$ cat src/hw/rtl/tkslp_pkg.sv
// Shared types and constants of the two-key press controller.
// No dependencies.
package tkslp_pkg;

  localparam int KEY_W      = 8;
  localparam int DEB_W      = 8;
  localparam int HOLD_W     = 10;
  localparam int MODE_W     = 3;
  localparam int CFG_IDX_W  = 2;
  localparam int CFG_DATA_W = 10;

  localparam logic [DEB_W-1:0]  SHORT_MIN_DEBOUNCE = 8'd3;
  localparam logic [MODE_W:0]   FILTER_WRAP        = 4'd5;
  localparam logic [MODE_W-1:0] FILTER_FIRST       = 3'd1;
  localparam logic [MODE_W-1:0] FILTER_NONE        = 3'd0;

  localparam logic [KEY_W-1:0]  LEFT_KEY_RST   = 8'd1;
  localparam logic [KEY_W-1:0]  RIGHT_KEY_RST  = 8'd2;
  localparam logic [HOLD_W-1:0] LONG_TICKS_RST = 10'd300;

  typedef enum logic [CFG_IDX_W-1:0] {
    CFG_LEFT_KEY  = 2'd0,
    CFG_RIGHT_KEY = 2'd1,
    CFG_LONG_TICKS = 2'd2
  } cfg_idx_t;

  typedef struct packed {
    logic [KEY_W-1:0]  left_key_code;
    logic [KEY_W-1:0]  right_key_code;
    logic [HOLD_W-1:0] long_press_ticks;
  } cfg_t;

  typedef struct packed {
    logic [KEY_W-1:0] key_code;
    logic [DEB_W-1:0] debounce_count;
    logic             wash_active;
  } tick_t;

  typedef struct packed {
    logic              power_on;
    logic              filter_set_active;
    logic [MODE_W-1:0] filter_mode;
    logic              beep;
    logic              start_wash;
    logic              stop_wash;
  } result_t;

endpackage

$ cat src/hw/rtl/tkslp_if.sv
// Valid/ready channel interfaces: scan tick in, status result out.
// Depends on tkslp_pkg.
interface tkslp_tick_if import tkslp_pkg::*; ();
  logic             valid;
  logic             ready;
  logic [KEY_W-1:0] key_code;
  logic [DEB_W-1:0] debounce_count;
  logic             wash_active;

  modport source (output valid, key_code, debounce_count, wash_active, input ready);
  modport sink   (input valid, key_code, debounce_count, wash_active, output ready);
endinterface

interface tkslp_result_if import tkslp_pkg::*; ();
  logic              valid;
  logic              ready;
  logic              power_on;
  logic              filter_set_active;
  logic [MODE_W-1:0] filter_mode;
  logic              beep;
  logic              start_wash;
  logic              stop_wash;

  modport source (output valid, power_on, filter_set_active, filter_mode, beep,
                  start_wash, stop_wash, input ready);
  modport sink   (input valid, power_on, filter_set_active, filter_mode, beep,
                  start_wash, stop_wash, output ready);
endinterface

$ cat src/hw/rtl/two_key_short_long_press_controller_core.sv
// Top level of the two-key short/long press controller.
// Depends on tkslp_pkg, the channel interfaces and the tkslp_* stage modules.
//
//   channel  | dir | beat contents
//   ---------+-----+---------------------------------------------------------
//   tick     | in  | key_code, debounce_count, wash_active
//   result   | out | power_on, filter_set_active, filter_mode, beep,
//            |     | start_wash, stop_wash
//   cfg_*    | in  | cfg_index, cfg_data written when cfg_wr_en
//
// One beat per cycle while result is not stalled; a result is registered after tick
// accept (the press update runs from the input register into the result register).
// Synchronous active-high reset clears both stages and loads the press state.
// A stall on result holds the result register; the input register then fills
// and tick.ready drops.
module two_key_short_long_press_controller_core import tkslp_pkg::*; (
  input  logic                  clk,
  input  logic                  rst,
  tkslp_tick_if.sink            tick,
  tkslp_result_if.source        result,
  input  logic                  cfg_wr_en,
  input  logic [CFG_IDX_W-1:0]  cfg_index,
  input  logic [CFG_DATA_W-1:0] cfg_data
);

  cfg_t    cfg;
  tick_t   item;
  logic    item_valid;
  logic    out_free;
  logic    take;
  result_t res;

  assign take = item_valid && out_free;

  tkslp_cfg_regs u_cfg (
    .clk       (clk),
    .rst       (rst),
    .cfg_wr_en (cfg_wr_en),
    .cfg_index (cfg_index),
    .cfg_data  (cfg_data),
    .cfg       (cfg)
  );

  tkslp_in_reg u_in (
    .clk        (clk),
    .rst        (rst),
    .tick       (tick),
    .take       (take),
    .item       (item),
    .item_valid (item_valid)
  );

  tkslp_press_core u_core (
    .clk  (clk),
    .rst  (rst),
    .cfg  (cfg),
    .item (item),
    .fire (take),
    .res  (res)
  );

  tkslp_out_reg u_out (
    .clk    (clk),
    .rst    (rst),
    .load   (take),
    .res_in (res),
    .free   (out_free),
    .result (result)
  );

endmodule

$ cat src/hw/rtl/tkslp_cfg_regs.sv
// Configuration registers: key codes and long-press length.
// Depends on tkslp_pkg.
module tkslp_cfg_regs import tkslp_pkg::*; (
  input  logic                  clk,
  input  logic                  rst,
  input  logic                  cfg_wr_en,
  input  logic [CFG_IDX_W-1:0]  cfg_index,
  input  logic [CFG_DATA_W-1:0] cfg_data,
  output cfg_t                  cfg
);

  always_ff @(posedge clk) begin
    if (rst) begin
      cfg.left_key_code    <= LEFT_KEY_RST;
      cfg.right_key_code   <= RIGHT_KEY_RST;
      cfg.long_press_ticks <= LONG_TICKS_RST;
    end else if (cfg_wr_en) begin
      unique case (cfg_idx_t'(cfg_index))
        CFG_LEFT_KEY:   cfg.left_key_code    <= cfg_data[KEY_W-1:0];
        CFG_RIGHT_KEY:  cfg.right_key_code   <= cfg_data[KEY_W-1:0];
        CFG_LONG_TICKS: cfg.long_press_ticks <= cfg_data[HOLD_W-1:0];
        default: ;
      endcase
    end
  end

endmodule

$ cat src/hw/rtl/tkslp_in_reg.sv
// Input register stage for scan tick beats.
// Depends on tkslp_pkg and tkslp_tick_if.
module tkslp_in_reg import tkslp_pkg::*; (
  input  logic          clk,
  input  logic          rst,
  tkslp_tick_if.sink    tick,
  input  logic          take,
  output tick_t         item,
  output logic          item_valid
);

  logic accept;

  assign tick.ready = !item_valid || take;
  assign accept     = tick.valid && tick.ready;

  always_ff @(posedge clk) begin
    if (rst) begin
      item_valid <= 1'b0;
    end else if (accept) begin
      item_valid <= 1'b1;
    end else if (take) begin
      item_valid <= 1'b0;
    end
  end

  always_ff @(posedge clk) begin
    if (accept) begin
      item.key_code       <= tick.key_code;
      item.debounce_count <= tick.debounce_count;
      item.wash_active    <= tick.wash_active;
    end
  end

endmodule

$ cat src/hw/rtl/tkslp_press_core.sv
// Press state and one-tick update: short press on key change, long press on hold.
// Depends on tkslp_pkg.
module tkslp_press_core import tkslp_pkg::*; (
  input  logic    clk,
  input  logic    rst,
  input  cfg_t    cfg,
  input  tick_t   item,
  input  logic    fire,
  output result_t res
);

  typedef struct packed {
    logic [KEY_W-1:0]  last_key;
    logic              long_done;
    logic [HOLD_W-1:0] left_hold_count;
    logic [HOLD_W-1:0] right_hold_count;
    logic              power_state;
    logic              filter_set_flag;
    logic [MODE_W-1:0] filter_index;
  } press_state_t;

  press_state_t      st;
  press_state_t      st_next;
  logic [MODE_W:0]   idx_inc;
  logic [HOLD_W-1:0] left_inc;
  logic [HOLD_W-1:0] right_inc;
  logic              beep;
  logic              start_wash;
  logic              stop_wash;

  assign idx_inc   = {1'b0, st.filter_index} + {{MODE_W{1'b0}}, 1'b1};
  assign left_inc  = st.left_hold_count + {{(HOLD_W-1){1'b0}}, 1'b1};
  assign right_inc = st.right_hold_count + {{(HOLD_W-1){1'b0}}, 1'b1};

  always_comb begin
    st_next    = st;
    beep       = 1'b0;
    start_wash = 1'b0;
    stop_wash  = 1'b0;
    if (item.key_code != st.last_key && item.debounce_count > SHORT_MIN_DEBOUNCE) begin
      // short press of the key just released
      if (st.last_key == cfg.left_key_code && !st.long_done) begin
        if (st.filter_set_flag) begin
          beep = 1'b1;
          st_next.filter_index = (idx_inc >= FILTER_WRAP) ? FILTER_FIRST
                                                          : idx_inc[MODE_W-1:0];
        end
      end else if (st.last_key == cfg.right_key_code && !st.long_done) begin
        beep = 1'b1;
        if (!st.power_state) begin
          st_next.power_state = 1'b1;
          start_wash = 1'b1;
        end else if (item.wash_active) begin
          stop_wash = 1'b1;
        end else begin
          start_wash = 1'b1;
        end
      end
      st_next.last_key  = item.key_code;
      st_next.long_done = 1'b0;
    end else begin
      // hold tick: left counter first, then right
      if (item.key_code == cfg.left_key_code) begin
        if (left_inc >= cfg.long_press_ticks) begin
          st_next.left_hold_count = '0;
          beep = 1'b1;
          st_next.long_done = 1'b1;
          if (!st.filter_set_flag) begin
            st_next.filter_set_flag = 1'b1;
            st_next.filter_index    = FILTER_FIRST;
          end else begin
            st_next.filter_set_flag = 1'b0;
            st_next.filter_index    = FILTER_NONE;
          end
        end else begin
          st_next.left_hold_count = left_inc;
        end
      end else begin
        st_next.left_hold_count = '0;
      end
      if (item.key_code == cfg.right_key_code) begin
        if (right_inc >= cfg.long_press_ticks) begin
          st_next.right_hold_count = '0;
          if (st.power_state) begin
            beep = 1'b1;
            st_next.power_state = 1'b0;
            st_next.long_done   = 1'b1;
          end
        end else begin
          st_next.right_hold_count = right_inc;
        end
      end else begin
        st_next.right_hold_count = '0;
      end
    end
  end

  always_comb begin
    res.power_on          = st_next.power_state;
    res.filter_set_active = st_next.filter_set_flag;
    res.filter_mode       = st_next.filter_index;
    res.beep              = beep;
    res.start_wash        = start_wash;
    res.stop_wash         = stop_wash;
  end

  always_ff @(posedge clk) begin
    if (rst) begin
      st.last_key         <= '0;
      st.long_done        <= 1'b0;
      st.left_hold_count  <= '0;
      st.right_hold_count <= '0;
      st.power_state      <= 1'b1;
      st.filter_set_flag  <= 1'b0;
      st.filter_index     <= FILTER_FIRST;
    end else if (fire) begin
      st <= st_next;
    end
  end

endmodule

$ cat src/hw/rtl/tkslp_out_reg.sv
// Result register stage driving the output channel.
// Depends on tkslp_pkg and tkslp_result_if.
module tkslp_out_reg import tkslp_pkg::*; (
  input  logic            clk,
  input  logic            rst,
  input  logic            load,
  input  result_t         res_in,
  output logic            free,
  tkslp_result_if.source  result
);

  logic    res_valid;
  result_t res_q;

  assign free = !res_valid || result.ready;

  always_ff @(posedge clk) begin
    if (rst) begin
      res_valid <= 1'b0;
    end else if (load) begin
      res_valid <= 1'b1;
    end else if (result.ready) begin
      res_valid <= 1'b0;
    end
  end

  always_ff @(posedge clk) begin
    if (load) begin
      res_q <= res_in;
    end
  end

  assign result.valid             = res_valid;
  assign result.power_on          = res_q.power_on;
  assign result.filter_set_active = res_q.filter_set_active;
  assign result.filter_mode       = res_q.filter_mode;
  assign result.beep              = res_q.beep;
  assign result.start_wash        = res_q.start_wash;
  assign result.stop_wash         = res_q.stop_wash;

endmodule

$ cat src/flat_wrapper.sv
// flat-port wrapper written by rule: the top's interface ports become plain ports
module two_key_short_long_press_controller_core_flat import tkslp_pkg::*;
  (clk, rst, cfg_wr_en, cfg_index, cfg_data, tick_valid, tick_key_code, tick_debounce_count, tick_wash_active, tick_ready, result_valid, result_power_on, result_filter_set_active, result_filter_mode, result_beep, result_start_wash, result_stop_wash, result_ready);
  tkslp_tick_if tick_i ();
  tkslp_result_if result_i ();
  input  logic clk;
  input  logic rst;
  input  logic cfg_wr_en;
  input  logic [CFG_IDX_W-1:0] cfg_index;
  input  logic [CFG_DATA_W-1:0] cfg_data;
  input wire logic [$bits(tick_i.valid)-1:0] tick_valid;
  input wire logic [$bits(tick_i.key_code)-1:0] tick_key_code;
  input wire logic [$bits(tick_i.debounce_count)-1:0] tick_debounce_count;
  input wire logic [$bits(tick_i.wash_active)-1:0] tick_wash_active;
  output wire logic [$bits(tick_i.ready)-1:0] tick_ready;
  output wire logic [$bits(result_i.valid)-1:0] result_valid;
  output wire logic [$bits(result_i.power_on)-1:0] result_power_on;
  output wire logic [$bits(result_i.filter_set_active)-1:0] result_filter_set_active;
  output wire logic [$bits(result_i.filter_mode)-1:0] result_filter_mode;
  output wire logic [$bits(result_i.beep)-1:0] result_beep;
  output wire logic [$bits(result_i.start_wash)-1:0] result_start_wash;
  output wire logic [$bits(result_i.stop_wash)-1:0] result_stop_wash;
  input wire logic [$bits(result_i.ready)-1:0] result_ready;
  assign tick_i.valid = tick_valid;
  assign tick_i.key_code = tick_key_code;
  assign tick_i.debounce_count = tick_debounce_count;
  assign tick_i.wash_active = tick_wash_active;
  assign tick_ready = tick_i.ready;
  assign result_valid = result_i.valid;
  assign result_power_on = result_i.power_on;
  assign result_filter_set_active = result_i.filter_set_active;
  assign result_filter_mode = result_i.filter_mode;
  assign result_beep = result_i.beep;
  assign result_start_wash = result_i.start_wash;
  assign result_stop_wash = result_i.stop_wash;
  assign result_i.ready = result_ready;
  two_key_short_long_press_controller_core u_core (.clk(clk), .rst(rst), .tick(tick_i), .result(result_i), .cfg_wr_en(cfg_wr_en), .cfg_index(cfg_index), .cfg_data(cfg_data));
endmodule
$ cat config.mk
export PLATFORM = sky130hd
export DESIGN_NAME = two_key_short_long_press_controller_core_flat
export DESIGN_NICKNAME = d
export VERILOG_FILES = /design/src/hw/rtl/tkslp_pkg.sv /design/src/hw/rtl/tkslp_if.sv /design/src/hw/rtl/two_key_short_long_press_controller_core.sv /design/src/hw/rtl/tkslp_cfg_regs.sv /design/src/hw/rtl/tkslp_in_reg.sv /design/src/hw/rtl/tkslp_press_core.sv /design/src/hw/rtl/tkslp_out_reg.sv /design/src/flat_wrapper.sv
export SDC_FILE = /design/constraint.sdc
export NUM_CORES = 1
export LEC_CHECK = 0
export ABC_CLOCK_PERIOD_IN_PS = 5400
export BUFFER_PORTS_ARGS = -buffer_cell sky130_fd_sc_hd__buf_4
export CAP_MARGIN = 30
export CORE_MARGIN = 2
export CORE_UTILIZATION = 23
export DETAILED_ROUTE_END_ITERATION = 8
export SLEW_MARGIN = 10
export SYNTH_ARGS = -nofsm -noshare
export SYNTH_HDL_FRONTEND = slang
export SYNTH_SLANG_ARGS = --single-unit
export TNS_END_PERCENT = 5
$ cat constraint.sdc
create_clock -name clk -period 5.4 [get_ports clk]
set_input_delay 0.27 -clock clk [delete_from_list [all_inputs] [get_ports clk]]
set_output_delay 0.27 -clock clk [all_outputs]
set_load 0.01 [all_outputs]
======== Word level (Yosys, flattened, before mapping) ========
Index checks and enable logic that the tools add are counted.
Widths: inputs -> output; s select.
word-level totals
  flip-flop bits (word level) ............. 87
  bits of input ports ..................... 34
operators by class
  add/subtract/negate cells ............... 3
  order comparisons ....................... 4
  equality and inequality tests ........... 7
  multiplexer cells ....................... 39
  bitwise logic cells ..................... 3
  reductions and logical operators ........ 20
operators by type and width
  kind                   number
  $mux 10                4
  $eq 8x8->1             4
  $mux 1                 28
  $add 10x1->10 const B  2
  $ge 10x10->1           2
  $mux 3                 4
  $mux 4                 3
  $reduce_and 2->1       5
  $gt 8x2->1 const B     1
  $ne 8x8->1             1
  $logic_and 1x1->1      5
  $add 3x1->4 const B    1
  $ge 4x3->1 const B     1
  $reduce_bool 2->1      2
  $reduce_or 4->1        1
  $logic_not 1->1        3
  $not 1->1              3
  $reduce_or 3->1        1
  $eq 2x1->1 const B     1
  $eq 2x2->1 const B     1
  $logic_not 2->1        1
  $logic_or 1x1->1       2

======== Logic depth before layout (Yosys ltp) ========
  depth in word-level cells ............... 8
  depth in mapped cells ................... 13

======== Modules after synthesis ========
From an unflattened synthesis, not the netlist that was laid out.
unflattened totals
  cells, all modules ...................... 472
  area total of the unflattened synthesis .. 4,754.6 µm²
by module, submodules not included
  module                                    times used  cells each  area an instance (µm²)  seq. area each (µm²)
  tkslp_press_core                          1           333         2,815.2                 680.7
  tkslp_cfg_regs                            1           104         1,081.0                 520.5
  tkslp_in_reg                              1           22          565.5                   530.5
  tkslp_out_reg                             1           12          286.5                   260.2
  two_key_short_long_press_controller_core  1           1           6.3                     0.0

======== Worst setup path after synthesis ========
OpenSTA, ideal clock, no wires.
  path kind ............................... register -> register
  start point ............................. register u_core.u_core.st[15] (netlist name)
  end point ............................... register u_core.u_core.st[21] (netlist name)
  setup time .............................. 72 ps
  arrival time ............................ 2,753 ps
  required time ........................... 5,328 ps
  path slack .............................. 2,576 ps
  cell stages (with the launch flop) ...... 14
  cells stage by stage .................... dfxtp_1 > ha_1 > nand3_1 > nor2_1 > nand3_1 > xnor2_1 > ha_1 > o21ai_0 > nor2_1 > or3_1 > nor2_1 > clkbuf_1 > a41oi_1 > mux2i_1
on the way
  longest elaborated chain between the ends .. 4
RTL lines
  element                 line                     text
  start, declared         tkslp_press_core.sv:22   press_state_t st;
  start signal, assigned  tkslp_press_core.sv:117  st <= st_next;
  $add 10x1->10 (*)       tkslp_press_core.sv:32   assign left_inc = st.left_hold_count + {{(HOLD_W-1){1'b0}}, 1'b1};
  $ge 10x10->1            tkslp_press_core.sv:64   if (left_inc >= cfg.long_press_ticks) begin
  $mux 10 (*)             tkslp_press_core.sv:64
  $mux 10 (*)             tkslp_press_core.sv:63   if (item.key_code == cfg.left_key_code) begin
Mark *: on every way between the ends. The rest lies on a longest branch, timed or not.
A chain may end at the register's enable or synchronous reset.

======== Final worst setup path ========
  start point ............................. register u_core.u_core.st[15] (netlist name)
  end point ............................... register u_core.u_core.st[19] (netlist name)
The elaborated chain is that of the path after synthesis.

==> impl_results.md <==
- Cells resized by post-CTS repair: 0
- R2R cell count: 12
- Root Buffer: clkbuf_16
- Ys async rst share: 0
- Critical path startpoint category: flip-flop
- ANT cells: 0
- Syn-to-layout area delta: 17.7%
- Crit-path max FO: 12
- Post-CTS Hold Fix Bufs: 0
- CP Cell Sequence: ha_1 -> nand3_1 -> nor2_1 -> nand3_1 -> xnor2_1 -> ha_1 -> o21ai_0 -> nor2_1 -> or3_1 -> nor2_1 -> a41oi_1 -> mux2i_1
- Port Buffers: 41
- DRC viols: 0
- DRT Pass-1 Iters: 4
- Fill cells: 2121
- Reg2reg end: u_core.u_core.st[19]
- Setup TNS Final: 0 ns
- Routed WL: 10300 um
- Vias in the first global route: 3285
- First-pass GRT wire length: 16900 um
- TritonCTS clock tree: yes
- Fin nets: 567
- Initial Util: 0.235
- Most frequent cell after synthesis: dfxtp_1
- Worst Hold Class: in -> reg
- H-tree levels: 3
- CTS buffer count: 9
- Hold_sp: tick_key_code[4]
- Pleak: 2.13 nW
- Num rows: 51
- Final clock period utilization by the worst path: 0.638
- Post-Route Utilization: 0.276
- Mapped Cells: 474
- Crit path required time: 5.66 ns
- Mapped Avg Cell Area: 9.67 um^2
- Largest net degree at the start of global routing: 42
- Overall Power: 1.35 mW
- Worst-path clk slew: 0.06 ns
- Share of the yosys chip area belonging to registers: 0.421
- CP most frequent cell: nor2_1
- Vias/cell: 4.46
- Cell Area, Placed: 5140 um^2
- Endpoints failing setup: 0
- Net Count, Synth: 532
- Fin. Hold Viols: 0
- I/O pins: 44
- Worst stage delay on the critical path: 0.61 ns
- Yosys reg bits: 85
- Hpwl dp: 7690 um
- Actual slew at the worst max-slew pin: 0.793 ns
- Clock Skew: 0.00678 ns
- Most area-consuming cells after synthesis: dfxtp_1, edfxtp_1, ha_1
- Area of the multi-input gates: 2480 um^2
- CTS sink cnt: 85
- Die height: 145 um
- Routed len/inst: 13.3 um
- Worst hold path endpoint: u_core.u_in.item[13]
- Fmax: 0.290 GHz
- CP delay by family, top: simple AND/OR/NAND/NOR gates
- CTS max path bufs: 2
- Initial antenna violation count: 0
- Detail Route Antenna Nets: 0
- Setup CP Type: reg -> reg
- Post-synth top cells: dfxtp_1, nor2_1, nand2_1
- CP arrival: 3.70 ns
- Pwr per Cell Area: 251 nW/um^2
- VDD IR max: 0.138 mV
- MaxCap Viol Count: 0
- Skew-Pair Late Insertion Delay: 0.33 ns
- DIE AREA: 21100 um^2
- Top-area cell type share of the netlist area: 0.271
- Critical path endpoint category: flip-flop
- Max-slew headroom: 0.472
- Library cells used by synthesis: 58
- Number of buffers added for setup after CTS: 0
- Design Area, Final: 5400 um^2
- Slowest-stage cell, CP: nor2_1
- DR iter-0 viols: 232
- GRT Util Overall: 0.0994
- Unrepaired setup endpoints after global routing: no
- Core Area: 19500 um^2
- Worst Hold Depth: 1
- Global placer's final weighted congestion: 0.807
- Share of layout cells above drive strength 1: 0.119
- Crit path buf inv count: 0
- Ys Warns: 0
- R2r setup slk: 1.96 ns
- Chip Width: 145 um
- Status: complete, no violations
- Post-synth EDFFs: 23
- Cell Area, Synth: 4580 um^2
- Gr ovfl total: 0
- Reg-to-Reg Start: u_core.u_core.st[15]
- Vias: 3468
- Final min period: 3.44 ns
- Area leader, netlist: dfxtp_1
- Reg area: 1930 um^2
- Final slew viol count: 0
- Top FF cell, synth: dfxtp_1
## state kept, by name, indices dropped and copies added (netlist names)
signal	cells
u_core.u_out.result.filter_set_active	1
u_core.u_core.st	34
u_core.u_out.result.beep	1
u_core.u_in.item_valid	1
u_core.u_out.result.filter_mode	3
u_core.u_out.result.start_wash	1
u_core.u_cfg.cfg	26
u_core.u_out.result.valid	1
u_core.u_in.item	15
u_core.u_out.result.stop_wash	1
u_core.u_out.result.power_on	1
## logic make-up (layout without fill, tap and decap cells)
family / after synthesis / count (layout) / share of synthesized area
fa+ha+maj: 24 / 24 / 0.0655
flops: 85 / 85 / 0.421
xor+xnor: 56 / 56 / 0.107
buf+inv: 40 / 79 / 0.0368
mux: 30 / 30 / 0.0655
compound gates: 81 / 81 / 0.130
simple gates: 158 / 158 / 0.174
## worst register-to-register path, stage by stage, from the launching register on
cell and delay, ns:
dfxtp_1 0.39, ha_1 0.24, nand3_1 0.17, nor2_1 0.30
nand3_1 0.13, xnor2_1 0.24, ha_1 0.29, o21ai_0 0.16
nor2_1 0.07, or3_1 0.36, nor2_1 0.61, a41oi_1 0.23
mux2i_1 0.17
## worst max path at each step
stage | from | end | slack, ns | depth (start not counted)
final | u_core.u_core.st[15] | u_core.u_core.st[19] | 1.96 | 12
after global placement | u_core.u_core.st[15] | u_core.u_core.st[22] | 2.03 | 12
after detailed placement | u_core.u_core.st[15] | u_core.u_core.st[21] | 1.97 | 12
after CTS | u_core.u_core.st[15] | u_core.u_core.st[19] | 1.95 | 12
after global routing | u_core.u_core.st[15] | u_core.u_core.st[19] | 1.62 | 12
after floorplan | u_core.u_core.st[15] | u_core.u_core.st[21] | 2.58 | 13
## cell type report
type / instances / share of cell area
timing repair buffer: 42 / 0.0584
clock buffer: 12 / 0.0438
sequential: 85 / 0.358
tap: 265 / 0.0615
multi-input combinational: 349 / 0.460
inverter: 22 / 0.0153
clock inverter: 3 / 0.00255
## per-stage QoR
step                      setup slack [ns]  hold slack [ns]  instances
after global routing                  1.62           0.0959        778
after CTS                             1.95           0.0994        778
after detailed placement              1.97            0.448        763
final                                 1.96            0.112        778
after floorplan                       2.58            0.369        474
after global placement                2.03            0.444        763
## where the power goes
group          internal [mW]  leakage, nW  switching [mW]
clock                  0.306        0.124           0.236
sequential             0.675        0.720          0.0184
combinational         0.0529         1.28          0.0642
## routing by layer
metal,routed length (um),track usage,vias to the layer above,share of wire
met5,0,0,-,0
met4,81,0.0324,0,0.0079
met3,349,0.0245,2,0.034
met2,4460,0.150,56,0.43
met1,5420,0.139,1632,0.53
li1,-,-,1778,-
## cells in the final DEF (no fill, tap or decap), drive strengths merged, types with 3 or more instances in the layout
cell type | Yosys | final
dfxtp | 62 | 62
nor2 | 45 | 45
nand2 | 42 | 42
buf | 10 | 42
xor2 | 32 | 32
mux2i | 30 | 30
xnor2 | 24 | 24
ha | 24 | 24
edfxtp | 23 | 23
inv | 21 | 21
a21oi | 21 | 21
nand3 | 17 | 17
o21ai | 13 | 13
nand4 | 12 | 12
clkbuf | 8 | 12
a32o | 6 | 6
nor3 | 6 | 6
nor4 | 6 | 6
a41oi | 5 | 5
o211ai | 5 | 5
a211oi | 5 | 5
nand2b | 4 | 4
a22oi | 4 | 4
nand3b | 4 | 4
a21o | 4 | 4
a32oi | 4 | 4
clkinv | 1 | 4
nor2b | 3 | 3
and2 | 3 | 3
and4 | 3 | 3
or4 | 3 | 3
Power figures use the tool's default switching activity.
